File: config.mk
export PLATFORM = sky130hd
export DESIGN_NAME = usb_control_endpoint_responder_core_flat
export DESIGN_NICKNAME = d
export VERILOG_FILES = /design/src/hdl/ucer_pkg.sv /design/src/hdl/ucer_evt_if.sv /design/src/hdl/ucer_res_if.sv /design/src/hdl/ucer_setup_decoder.sv /design/src/hdl/usb_control_endpoint_responder_core.sv /design/src/flat_wrapper.sv
export SDC_FILE = /design/constraint.sdc
export NUM_CORES = 1
export LEC_CHECK = 0
export ABC_AREA = 1
export BUFFER_PORTS_ARGS = -buffer_cell sky130_fd_sc_hd__buf_2
export CORE_ASPECT_RATIO = 1.2
export CORE_MARGIN = 2
export CORE_UTILIZATION = 56
export DETAILED_ROUTE_END_ITERATION = 10
export PLACE_DENSITY = 0.8
export SETUP_SLACK_MARGIN = 0.02
export SYNTH_ARGS = -nofsm -noshare
export SYNTH_HDL_FRONTEND = slang
export SYNTH_SLANG_ARGS = --single-unit
File: constraint.sdc
create_clock -name clk -period 4.3 [get_ports clk]
set_input_delay 0.43 -clock clk [delete_from_list [all_inputs] [get_ports clk]]
set_output_delay 0.43 -clock clk [all_outputs]
set_load 0.005 [all_outputs]
File: src/hdl/ucer_pkg.sv
// shared types, request codes and descriptor constants of the ep0 responder
`default_nettype none

package ucer_pkg;

    // largest ep0 packet, bytes
    localparam logic [6:0] MAX_PACKET = 7'd64;

    // line coding after reset: 115200 baud, 1 stop, no parity, 8 bits
    localparam logic [55:0] CODING_RESET = 56'h08_0000_0001_C200;
    localparam logic [9:0]  CODING_BYTES = 10'd7;

    localparam logic [6:0] DEVICE_DESC_LEN = 7'd18;
    localparam logic [6:0] CONFIG_DESC_LEN = 7'd67;

    typedef enum logic [1:0] {
        CMD_BUS_RESET   = 2'd0,
        CMD_SETUP       = 2'd1,
        CMD_OUT_DATA    = 2'd2,
        CMD_IN_COMPLETE = 2'd3
    } cmd_t;

    typedef enum logic [2:0] {
        ACT_NONE       = 3'd0,
        ACT_SEND_CHUNK = 3'd1,
        ACT_SEND_ZLP   = 3'd2,
        ACT_STALL_IN   = 3'd3,
        ACT_STALL_BOTH = 3'd4,
        ACT_ARM_RX     = 3'd5
    } action_t;

    typedef enum logic [2:0] {
        SRC_DEVICE  = 3'd0,
        SRC_CONFIG  = 3'd1,
        SRC_STRING0 = 3'd2,
        SRC_STATUS  = 3'd6,
        SRC_CODING  = 3'd7
    } source_t;

    // bmRequestType bits 6:5
    localparam logic [1:0] KIND_STANDARD = 2'd0;
    localparam logic [1:0] KIND_CLASS    = 2'd1;

    // standard requests
    localparam logic [7:0] REQ_GET_STATUS        = 8'h00;
    localparam logic [7:0] REQ_CLEAR_FEATURE     = 8'h01;
    localparam logic [7:0] REQ_SET_FEATURE       = 8'h03;
    localparam logic [7:0] REQ_SET_ADDRESS       = 8'h05;
    localparam logic [7:0] REQ_GET_DESCRIPTOR    = 8'h06;
    localparam logic [7:0] REQ_SET_CONFIGURATION = 8'h09;

    // cdc class requests
    localparam logic [7:0] REQ_SET_CODING         = 8'h20;
    localparam logic [7:0] REQ_GET_CODING         = 8'h21;
    localparam logic [7:0] REQ_SET_CONTROL_LINE   = 8'h22;

    // descriptor types, high byte of wValue
    localparam logic [7:0] DESC_DEVICE = 8'h01;
    localparam logic [7:0] DESC_CONFIG = 8'h02;
    localparam logic [7:0] DESC_STRING = 8'h03;

    localparam logic [7:0] STRING_COUNT = 8'd4;
    localparam logic [6:0] STATUS_LEN   = 7'd2;
    localparam logic [6:0] CODING_LEN   = 7'd7;

    typedef struct packed {
        logic [1:0]  command;
        logic [7:0]  request_type;
        logic [7:0]  request_code;
        logic [15:0] request_value;
        logic [15:0] request_length;
        logic [9:0]  out_count;
        logic [55:0] out_payload;
    } evt_item_t;

    typedef struct packed {
        logic [2:0]  action;
        logic [2:0]  source;
        logic [6:0]  offset;
        logic [6:0]  chunk_length;
        logic [6:0]  device_address;
        logic        is_configured;
        logic [55:0] coding_out;
    } res_item_t;

    // what a setup beat asks of the state and of the result
    typedef struct packed {
        action_t    action;
        logic [2:0] source;
        logic [6:0] chunk;
        logic [6:0] remaining;
        logic       load_reply;
        logic       load_address;
        logic       load_config;
        logic       config_value;
    } setup_dec_t;

    function automatic logic [6:0] string_len(input logic [1:0] idx);
        logic [6:0] len;
        case (idx)
            2'd0:    len = 7'd4;
            2'd1:    len = 7'd14;
            2'd2:    len = 7'd38;
            default: len = 7'd10;
        endcase
        return len;
    endfunction

endpackage

`default_nettype wire

File: src/hdl/ucer_evt_if.sv
// event channel: valid/ready with one usb ep0 event per beat
`default_nettype none

interface ucer_evt_if;
    logic                valid;
    logic                ready;
    ucer_pkg::evt_item_t data;

    modport source (output valid, output data, input ready);
    modport sink   (input valid, input data, output ready);
endinterface

`default_nettype wire

File: src/hdl/ucer_res_if.sv
// result channel: valid/ready with one responder action per beat
`default_nettype none

interface ucer_res_if;
    logic                valid;
    logic                ready;
    ucer_pkg::res_item_t data;

    modport source (output valid, output data, input ready);
    modport sink   (input valid, input data, output ready);
endinterface

`default_nettype wire

File: src/hdl/ucer_setup_decoder.sv
// setup packet decoder: standard and cdc requests, descriptor sizing
`default_nettype none

module ucer_setup_decoder
    import ucer_pkg::*;
(
    input  wire evt_item_t  item,
    output setup_dec_t      dec
);

    logic [7:0] dtype;
    logic [7:0] dindex;
    logic       desc_found;
    logic [2:0] desc_src;
    logic [6:0] desc_len;
    logic [6:0] clamped_len;
    logic [6:0] chunk;

    assign dtype  = item.request_value[15:8];
    assign dindex = item.request_value[7:0];

    always_comb
    begin
        desc_found = 1'b0;
        desc_src   = SRC_DEVICE;
        desc_len   = '0;
        unique case (dtype)
            DESC_DEVICE:
            begin
                desc_found = 1'b1;
                desc_src   = SRC_DEVICE;
                desc_len   = DEVICE_DESC_LEN;
            end
            DESC_CONFIG:
            begin
                desc_found = 1'b1;
                desc_src   = SRC_CONFIG;
                desc_len   = CONFIG_DESC_LEN;
            end
            DESC_STRING:
            begin
                if (dindex < STRING_COUNT)
                begin
                    desc_found = 1'b1;
                    desc_src   = SRC_STRING0 + {1'b0, dindex[1:0]};
                    desc_len   = string_len(dindex[1:0]);
                end
            end
            default:
            begin
                desc_found = 1'b0;
            end
        endcase
    end

    // wLength of zero means no clamp
    always_comb
    begin
        clamped_len = desc_len;
        if (item.request_length != 16'd0 && {9'd0, desc_len} > item.request_length)
        begin
            clamped_len = item.request_length[6:0];
        end
        chunk = (clamped_len > MAX_PACKET) ? MAX_PACKET : clamped_len;
    end

    always_comb
    begin
        dec        = '0;
        dec.action = ACT_STALL_BOTH;
        unique case (item.request_type[6:5])
            KIND_STANDARD:
            begin
                unique case (item.request_code) inside
                    REQ_GET_DESCRIPTOR:
                    begin
                        if (desc_found)
                        begin
                            dec.action     = ACT_SEND_CHUNK;
                            dec.source     = desc_src;
                            dec.chunk      = chunk;
                            dec.remaining  = clamped_len - chunk;
                            dec.load_reply = 1'b1;
                        end
                        else
                        begin
                            dec.action = ACT_STALL_IN;
                        end
                    end
                    REQ_SET_ADDRESS:
                    begin
                        dec.action       = ACT_SEND_ZLP;
                        dec.load_address = 1'b1;
                    end
                    REQ_SET_CONFIGURATION:
                    begin
                        dec.action       = ACT_SEND_ZLP;
                        dec.load_config  = 1'b1;
                        dec.config_value = (item.request_value != 16'd0);
                    end
                    REQ_GET_STATUS:
                    begin
                        dec.action = ACT_SEND_CHUNK;
                        dec.source = SRC_STATUS;
                        dec.chunk  = STATUS_LEN;
                    end
                    REQ_CLEAR_FEATURE, REQ_SET_FEATURE:
                    begin
                        dec.action = ACT_SEND_ZLP;
                    end
                    default:
                    begin
                        dec.action = ACT_STALL_BOTH;
                    end
                endcase
            end
            KIND_CLASS:
            begin
                unique case (item.request_code)
                    REQ_SET_CODING:
                    begin
                        dec.action = ACT_ARM_RX;
                    end
                    REQ_GET_CODING:
                    begin
                        dec.action = ACT_SEND_CHUNK;
                        dec.source = SRC_CODING;
                        dec.chunk  = CODING_LEN;
                    end
                    REQ_SET_CONTROL_LINE:
                    begin
                        dec.action = ACT_SEND_ZLP;
                    end
                    default:
                    begin
                        dec.action = ACT_STALL_BOTH;
                    end
                endcase
            end
            default:
            begin
                dec.action = ACT_STALL_BOTH;
            end
        endcase
    end

endmodule

`default_nettype wire

File: src/hdl/usb_control_endpoint_responder_core.sv
// usb cdc endpoint-0 responder: input register, event logic, state and result register
//
//   channel  dir  beat                               modport
//   evt      in   one ep0 event (reset/setup/out/in)  ucer_evt_if.sink
//   res      out  one action for that event           ucer_res_if.source
//
// every event gives exactly one result, through the input and then the result register
// one event per cycle sustained while res.ready holds high; the input register and the
// result register form a two-stage pipe, and all state updates in the single decode cycle
// a stalled result holds in the result register while one more event waits
// in the input register; evt.ready drops only when both are full
// rst_n (async) restores address 0, unconfigured, default line coding
`default_nettype none

module usb_control_endpoint_responder_core
    import ucer_pkg::*;
(
    input  wire          clk,
    input  wire          rst_n,
    ucer_evt_if.sink     evt,
    ucer_res_if.source   res
);

    // input stage
    logic      in_valid_reg;
    evt_item_t in_item_reg;
    logic      advance;

    // responder state
    logic [6:0]  applied_address_reg, applied_address_next;
    logic [6:0]  pending_address_reg, pending_address_next;
    logic        address_waiting_reg, address_waiting_next;
    logic        configured_reg,      configured_next;
    logic [55:0] coding_reg,          coding_next;
    logic [2:0]  reply_source_reg,    reply_source_next;
    logic [6:0]  reply_offset_reg,    reply_offset_next;
    logic [6:0]  reply_remaining_reg, reply_remaining_next;

    // result stage
    logic      res_valid_reg;
    res_item_t res_item_reg, res_item_next;

    setup_dec_t dec;
    logic [6:0] in_chunk;

    assign advance   = in_valid_reg && (!res_valid_reg || res.ready);
    assign evt.ready = !in_valid_reg || advance;
    assign res.valid = res_valid_reg;
    assign res.data  = res_item_reg;

    ucer_setup_decoder u_setup_decoder (
        .item (in_item_reg),
        .dec  (dec)
    );

    assign in_chunk = (reply_remaining_reg > MAX_PACKET) ? MAX_PACKET : reply_remaining_reg;

    always_comb
    begin
        applied_address_next = applied_address_reg;
        pending_address_next = pending_address_reg;
        address_waiting_next = address_waiting_reg;
        configured_next      = configured_reg;
        coding_next          = coding_reg;
        reply_source_next    = reply_source_reg;
        reply_offset_next    = reply_offset_reg;
        reply_remaining_next = reply_remaining_reg;
        res_item_next        = '0;

        unique case (cmd_t'(in_item_reg.command))
            CMD_BUS_RESET:
            begin
                // pending reply and line coding survive a bus reset
                applied_address_next = '0;
                pending_address_next = '0;
                address_waiting_next = 1'b0;
                configured_next      = 1'b0;
                res_item_next.action = ACT_NONE;
            end
            CMD_SETUP:
            begin
                reply_source_next    = dec.load_reply ? dec.source : 3'd0;
                reply_offset_next    = dec.load_reply ? dec.chunk : 7'd0;
                reply_remaining_next = dec.load_reply ? dec.remaining : 7'd0;
                if (dec.load_address)
                begin
                    pending_address_next = in_item_reg.request_value[6:0];
                    address_waiting_next = 1'b1;
                end
                if (dec.load_config)
                begin
                    configured_next = dec.config_value;
                end
                res_item_next.action       = dec.action;
                res_item_next.source       = dec.source;
                res_item_next.chunk_length = dec.chunk;
            end
            CMD_OUT_DATA:
            begin
                if (in_item_reg.out_count == CODING_BYTES)
                begin
                    coding_next = in_item_reg.out_payload;
                end
                res_item_next.action = ACT_SEND_ZLP;
            end
            CMD_IN_COMPLETE:
            begin
                if (address_waiting_reg)
                begin
                    applied_address_next = pending_address_reg;
                    address_waiting_next = 1'b0;
                end
                if (reply_remaining_reg != 7'd0)
                begin
                    reply_offset_next          = reply_offset_reg + in_chunk;
                    reply_remaining_next       = reply_remaining_reg - in_chunk;
                    res_item_next.action       = ACT_SEND_CHUNK;
                    res_item_next.source       = reply_source_reg;
                    res_item_next.offset       = reply_offset_reg;
                    res_item_next.chunk_length = in_chunk;
                end
                else
                begin
                    res_item_next.action = ACT_ARM_RX;
                end
            end
            default:
            begin
                res_item_next.action = ACT_NONE;
            end
        endcase

        res_item_next.device_address = applied_address_next;
        res_item_next.is_configured  = configured_next;
        res_item_next.coding_out     = coding_next;
    end

    always_ff @(posedge clk or negedge rst_n)
    begin
        if (!rst_n)
        begin
            in_valid_reg        <= 1'b0;
            res_valid_reg       <= 1'b0;
            applied_address_reg <= '0;
            pending_address_reg <= '0;
            address_waiting_reg <= 1'b0;
            configured_reg      <= 1'b0;
            coding_reg          <= CODING_RESET;
            reply_source_reg    <= '0;
            reply_offset_reg    <= '0;
            reply_remaining_reg <= '0;
        end
        else
        begin
            if (evt.ready)
            begin
                in_valid_reg <= evt.valid;
            end
            if (advance)
            begin
                res_valid_reg <= 1'b1;
            end
            else if (res.ready)
            begin
                res_valid_reg <= 1'b0;
            end
            if (advance)
            begin
                applied_address_reg <= applied_address_next;
                pending_address_reg <= pending_address_next;
                address_waiting_reg <= address_waiting_next;
                configured_reg      <= configured_next;
                coding_reg          <= coding_next;
                reply_source_reg    <= reply_source_next;
                reply_offset_reg    <= reply_offset_next;
                reply_remaining_reg <= reply_remaining_next;
            end
        end
    end

    // payload registers
    always_ff @(posedge clk)
    begin
        if (evt.ready && evt.valid)
        begin
            in_item_reg <= evt.data;
        end
        if (advance)
        begin
            res_item_reg <= res_item_next;
        end
    end

`ifndef SYNTHESIS
    // only a chunk carries a source, offset and length
    a_unused_fields_zero: assert property (@(posedge clk) disable iff (!rst_n)
        (res_valid_reg && res_item_reg.action != ACT_SEND_CHUNK) |->
        (res_item_reg.source == 3'd0 && res_item_reg.offset == 7'd0 &&
         res_item_reg.chunk_length == 7'd0))
        else $error("non-chunk result carries chunk fields");

    a_chunk_bound: assert property (@(posedge clk) disable iff (!rst_n)
        res_valid_reg |-> res_item_reg.chunk_length <= MAX_PACKET)
        else $error("chunk longer than max packet");

    // a pending reply never runs past the longest descriptor
    a_reply_in_range: assert property (@(posedge clk) disable iff (!rst_n)
        (reply_remaining_reg != 7'd0) |->
        ({1'b0, reply_offset_reg} + {1'b0, reply_remaining_reg} <= {1'b0, CONFIG_DESC_LEN}))
        else $error("pending reply beyond descriptor end");

    // a waiting address leaves only through an in completion or a bus reset
    a_address_release: assert property (@(posedge clk) disable iff (!rst_n)
        $fell(address_waiting_reg) |->
        $past(advance && (in_item_reg.command == CMD_IN_COMPLETE ||
                          in_item_reg.command == CMD_BUS_RESET)))
        else $error("address released without in completion or bus reset");
`endif

endmodule

`default_nettype wire
File: src/flat_wrapper.sv
// flat-port wrapper written by rule: the top's interface ports become plain ports
module usb_control_endpoint_responder_core_flat import ucer_pkg::*;
  (clk, rst_n, evt_valid, evt_data, evt_ready, res_valid, res_data, res_ready);
  ucer_evt_if evt_i ();
  ucer_res_if res_i ();
  input  wire clk;
  input  wire rst_n;
  input wire logic [$bits(evt_i.valid)-1:0] evt_valid;
  input wire logic [$bits(evt_i.data)-1:0] evt_data;
  output wire logic [$bits(evt_i.ready)-1:0] evt_ready;
  output wire logic [$bits(res_i.valid)-1:0] res_valid;
  output wire logic [$bits(res_i.data)-1:0] res_data;
  input wire logic [$bits(res_i.ready)-1:0] res_ready;
  assign evt_i.valid = evt_valid;
  assign evt_i.data = evt_data;
  assign evt_ready = evt_i.ready;
  assign res_valid = res_i.valid;
  assign res_data = res_i.data;
  assign res_i.ready = res_ready;
  usb_control_endpoint_responder_core u_core (.clk(clk), .rst_n(rst_n), .evt(evt_i), .res(res_i));
endmodule
==> results.sh <==
export IMPL_outcome="complete, no violations"
export IMPL_cts_path_max_buffers=3
export IMPL_ir_drop_mv=0.4174
export IMPL_cts_root_buf="clkbuf_16"
export IMPL_grt_pass1_vias=7965
export IMPL_antenna_found_initial=6
export IMPL_largest_reg_flops=110
export IMPL_drt_antenna_violating_nets=0
export IMPL_async_flop_share_pct=31.93
export IMPL_ctsHoldBuffers=0
export IMPL_fp_row_count=58
export IMPL_drive_gt1_share_pct=29.70
export IMPL_ctsResizeCount=0
export IMPL_start_util_pct=57.11
export IMPL_initialDrtViolationCount=449
export IMPL_post_cts_buffers=0
export IMPL_powerDensity_nw_per_um2=475.2
export IMPL_overflow=0
export IMPL_synth_seq_area_share_pct=67.70
export IMPL_finalHoldWorstSlack_ns=0.0005191
export IMPL_worst_clock_skew_ns=0.01108
export IMPL_dr_total_vias=7907
export IMPL_setup_viol=0
export IMPL_dp_hpwl_mm=16.66
export IMPL_drv_slew=0
export IMPL_worst_setup_path_end_kind="flip-flop"
export IMPL_yosysMostFrequentCell="nand2_1"
export IMPL_hold_viol_final=0
export IMPL_port_buffers=199
export IMPL_drcViolationCount=0
export IMPL_synthTopCellsByCount="nand2_1, edfxtp_1, dfrtp_1"
export IMPL_crit_arrival_ns=3.72
export IMPL_hp_class="input pin to async pin"
export IMPL_finalWeightedCongestion=0.8991
export IMPL_fin_crit_ns=3.354
export IMPL_wl_mm=24.62
export IMPL_synth_top_area_share_pct=48.64
export IMPL_design_die_area_um2=22580
export IMPL_clkTransAtPathRegs_ns=0.06
export IMPL_syn_area_per_cell_um2=12.01
export IMPL_clk_latency_ns=0.55
export IMPL_cap_violations=0
export IMPL_grt_pass1_wl_mm=38.62
export IMPL_worst_setup_path_type="flip-flop to flip-flop"
export IMPL_viasPerCell=5.257
export IMPL_nets=1349
export IMPL_cts_made_buffers=28
export IMPL_syn_area_um2=11980
export IMPL_avgRoutedWirePerCell_um=16.37
export IMPL_post_route_util_pct=67.94
export IMPL_worstMarginPinSlew_ns=0.9104
export IMPL_ys_warn_count=0
export IMPL_syn_to_final_growth_pct=18.96
export IMPL_clock_fmax_ghz=0.2982
export IMPL_post_route_period_util_pct=77.99
export IMPL_synth_cells=997
export IMPL_relSlewSlack_pct=39.30
export IMPL_p_leak_nw=6.496
export IMPL_h_tree_depth=1
export IMPL_required_ns=4.66
export IMPL_core_area_um2=20970
export IMPL_cts_tree="built"
export IMPL_multiInputGateArea_um2=3408
export IMPL_dr_pass1_iters=5
export IMPL_fillers=1507
export IMPL_rsz0062_at_grt="false"
export IMPL_ff_latch_area_um2=8109
export IMPL_die_w_um=137.5
export IMPL_cts_sinks=285
export IMPL_grt_max_degree=87
export IMPL_ys_types=53
export IMPL_synth_edff_count=194
export IMPL_pin_count=206
export IMPL_crit_path_start_kind="flip-flop"
export IMPL_grt_usage_pct=22.02
export IMPL_synth_top_area_cell="edfxtp_1"
export IMPL_tns_ns=0
export IMPL_synthTopCellsByArea="edfxtp_1, dfrtp_1, nand2_1"
export IMPL_ys_flop_type="edfxtp_1"
export IMPL_die_y_um=164.2
export IMPL_ys_ff_latch=285
export IMPL_critPathMaxFanout=11
==> final cells by class <==
class                      count  share of cell area (%)
clock buffer                  35                   5.383
antenna                        5                 0.08781
inverter                      91                   2.468
tap                          270                   2.371
multi-input combinational    595                   23.92
timing repair buffer         206                   7.464
sequential                   285                   56.91
clock inverter                17                   1.396
==> per-layer routing <==
layer	wire length [um]	GRT usage, %	part of all wire, %	vias up
met3	1520	4.537	6.2	64
met1	9707	27.10	39	3748
met5	23	0	0.093	-
li1	-	-	-	3828
met2	12590	38.33	51	263
met4	776	7.966	3.2	4
==> final timing paths <==
kind / from / end / slack, ns / cells after the start
max: u_core.in_item_reg[95] / u_core.res.data[64] / 0.95 / 19
min: rst_n / u_core.reply_remaining_reg[1] / 0.0005 / 1
max reg2reg: u_core.in_item_reg[95] / u_core.res.data[64] / 0.95 / 19
min reg2reg: u_core.coding_reg[14] / u_core.coding_reg[14] / 0.47 / 2
max in group asynchronous: rst_n / u_core.coding_reg[9] / 3.31 / 2
min in group clk: evt_data[31] / u_core.in_item_reg[31] / 0.05 / 1
==> where the power goes <==
group | internal (mW) | switching [mW] | total [mW]
clock network | 1.46 | 1.05 | 2.51
registers | 3.28 | 0.133 | 3.42
logic | 0.308 | 0.536 | 0.844
total | 5.05 | 1.72 | 6.77
==> cell families after synthesis <==
group / after synthesis / share of synthesized area, %
AOI/OAI and AO/OA: 96 / 4.983
xor gates and xnor gates: 5 / 0.3656
adders and majority gates: 22 / 2.361
buffers and inverters: 118 / 3.896
DFF: 285 / 67.70
muxes: 56 / 5.265
other: 2 / 0.06270
and+or+nand+nor: 413 / 15.37
==> layout by cell type (no fill, tap or decap), drive strengths merged, types with 2 or more instances in the layout <==
cell type	Yosys	layout
inv	89	92
edfxtp	194	194
mux2	56	56
diode	0	5
nor3	10	10
o21ai	34	34
a211oi	5	5
clkinv	2	12
a31oi	2	2
xor2	4	4
nand2	268	268
bufinv	0	3
nor4	5	5
dfstp	5	5
nand3	38	38
a21oi	24	24
dfrtp	86	86
conb	2	3
buf	7	206
nand4	8	8
nand3b	2	2
nor2	79	79
a22oi	5	5
a22o	8	8
o22ai	9	9
clkbuf	20	35
ha	21	21
==> critical path: stages (launching register included) <==
cell and delay [ns]:
edfxtp_1 0.37, nor2_1 0.17, nand2_1 0.18, nor2_1 0.17, nand2_1 0.13, inv_1 0.10
nand2_1 0.07, nor2_1 0.19, ha_1 0.28, nand2_1 0.10, nor2_4 0.06, nand2_2 0.09
nand2_4 0.07, nor2_8 0.14, nand2_4 0.13, o21ai_2 0.29, nand2_1 0.13, nor3_1 0.16
nor2_1 0.09, o21ai_1 0.23
==> stage by stage <==
step                setup slack (ns)  power [mW]  cell area (um^2)  instances
finish                        0.9464       6.770             14250       1504
global route                  0.5814       7.061             14240       1501
CTS                           0.9550       6.818             14240       1499
detailed placement            0.9860       4.312             13270       1447
global placement               1.087       4.276             13270       1447
floorplan                     0.3406       3.975             11980        998
Power figures use the tool's default switching activity.
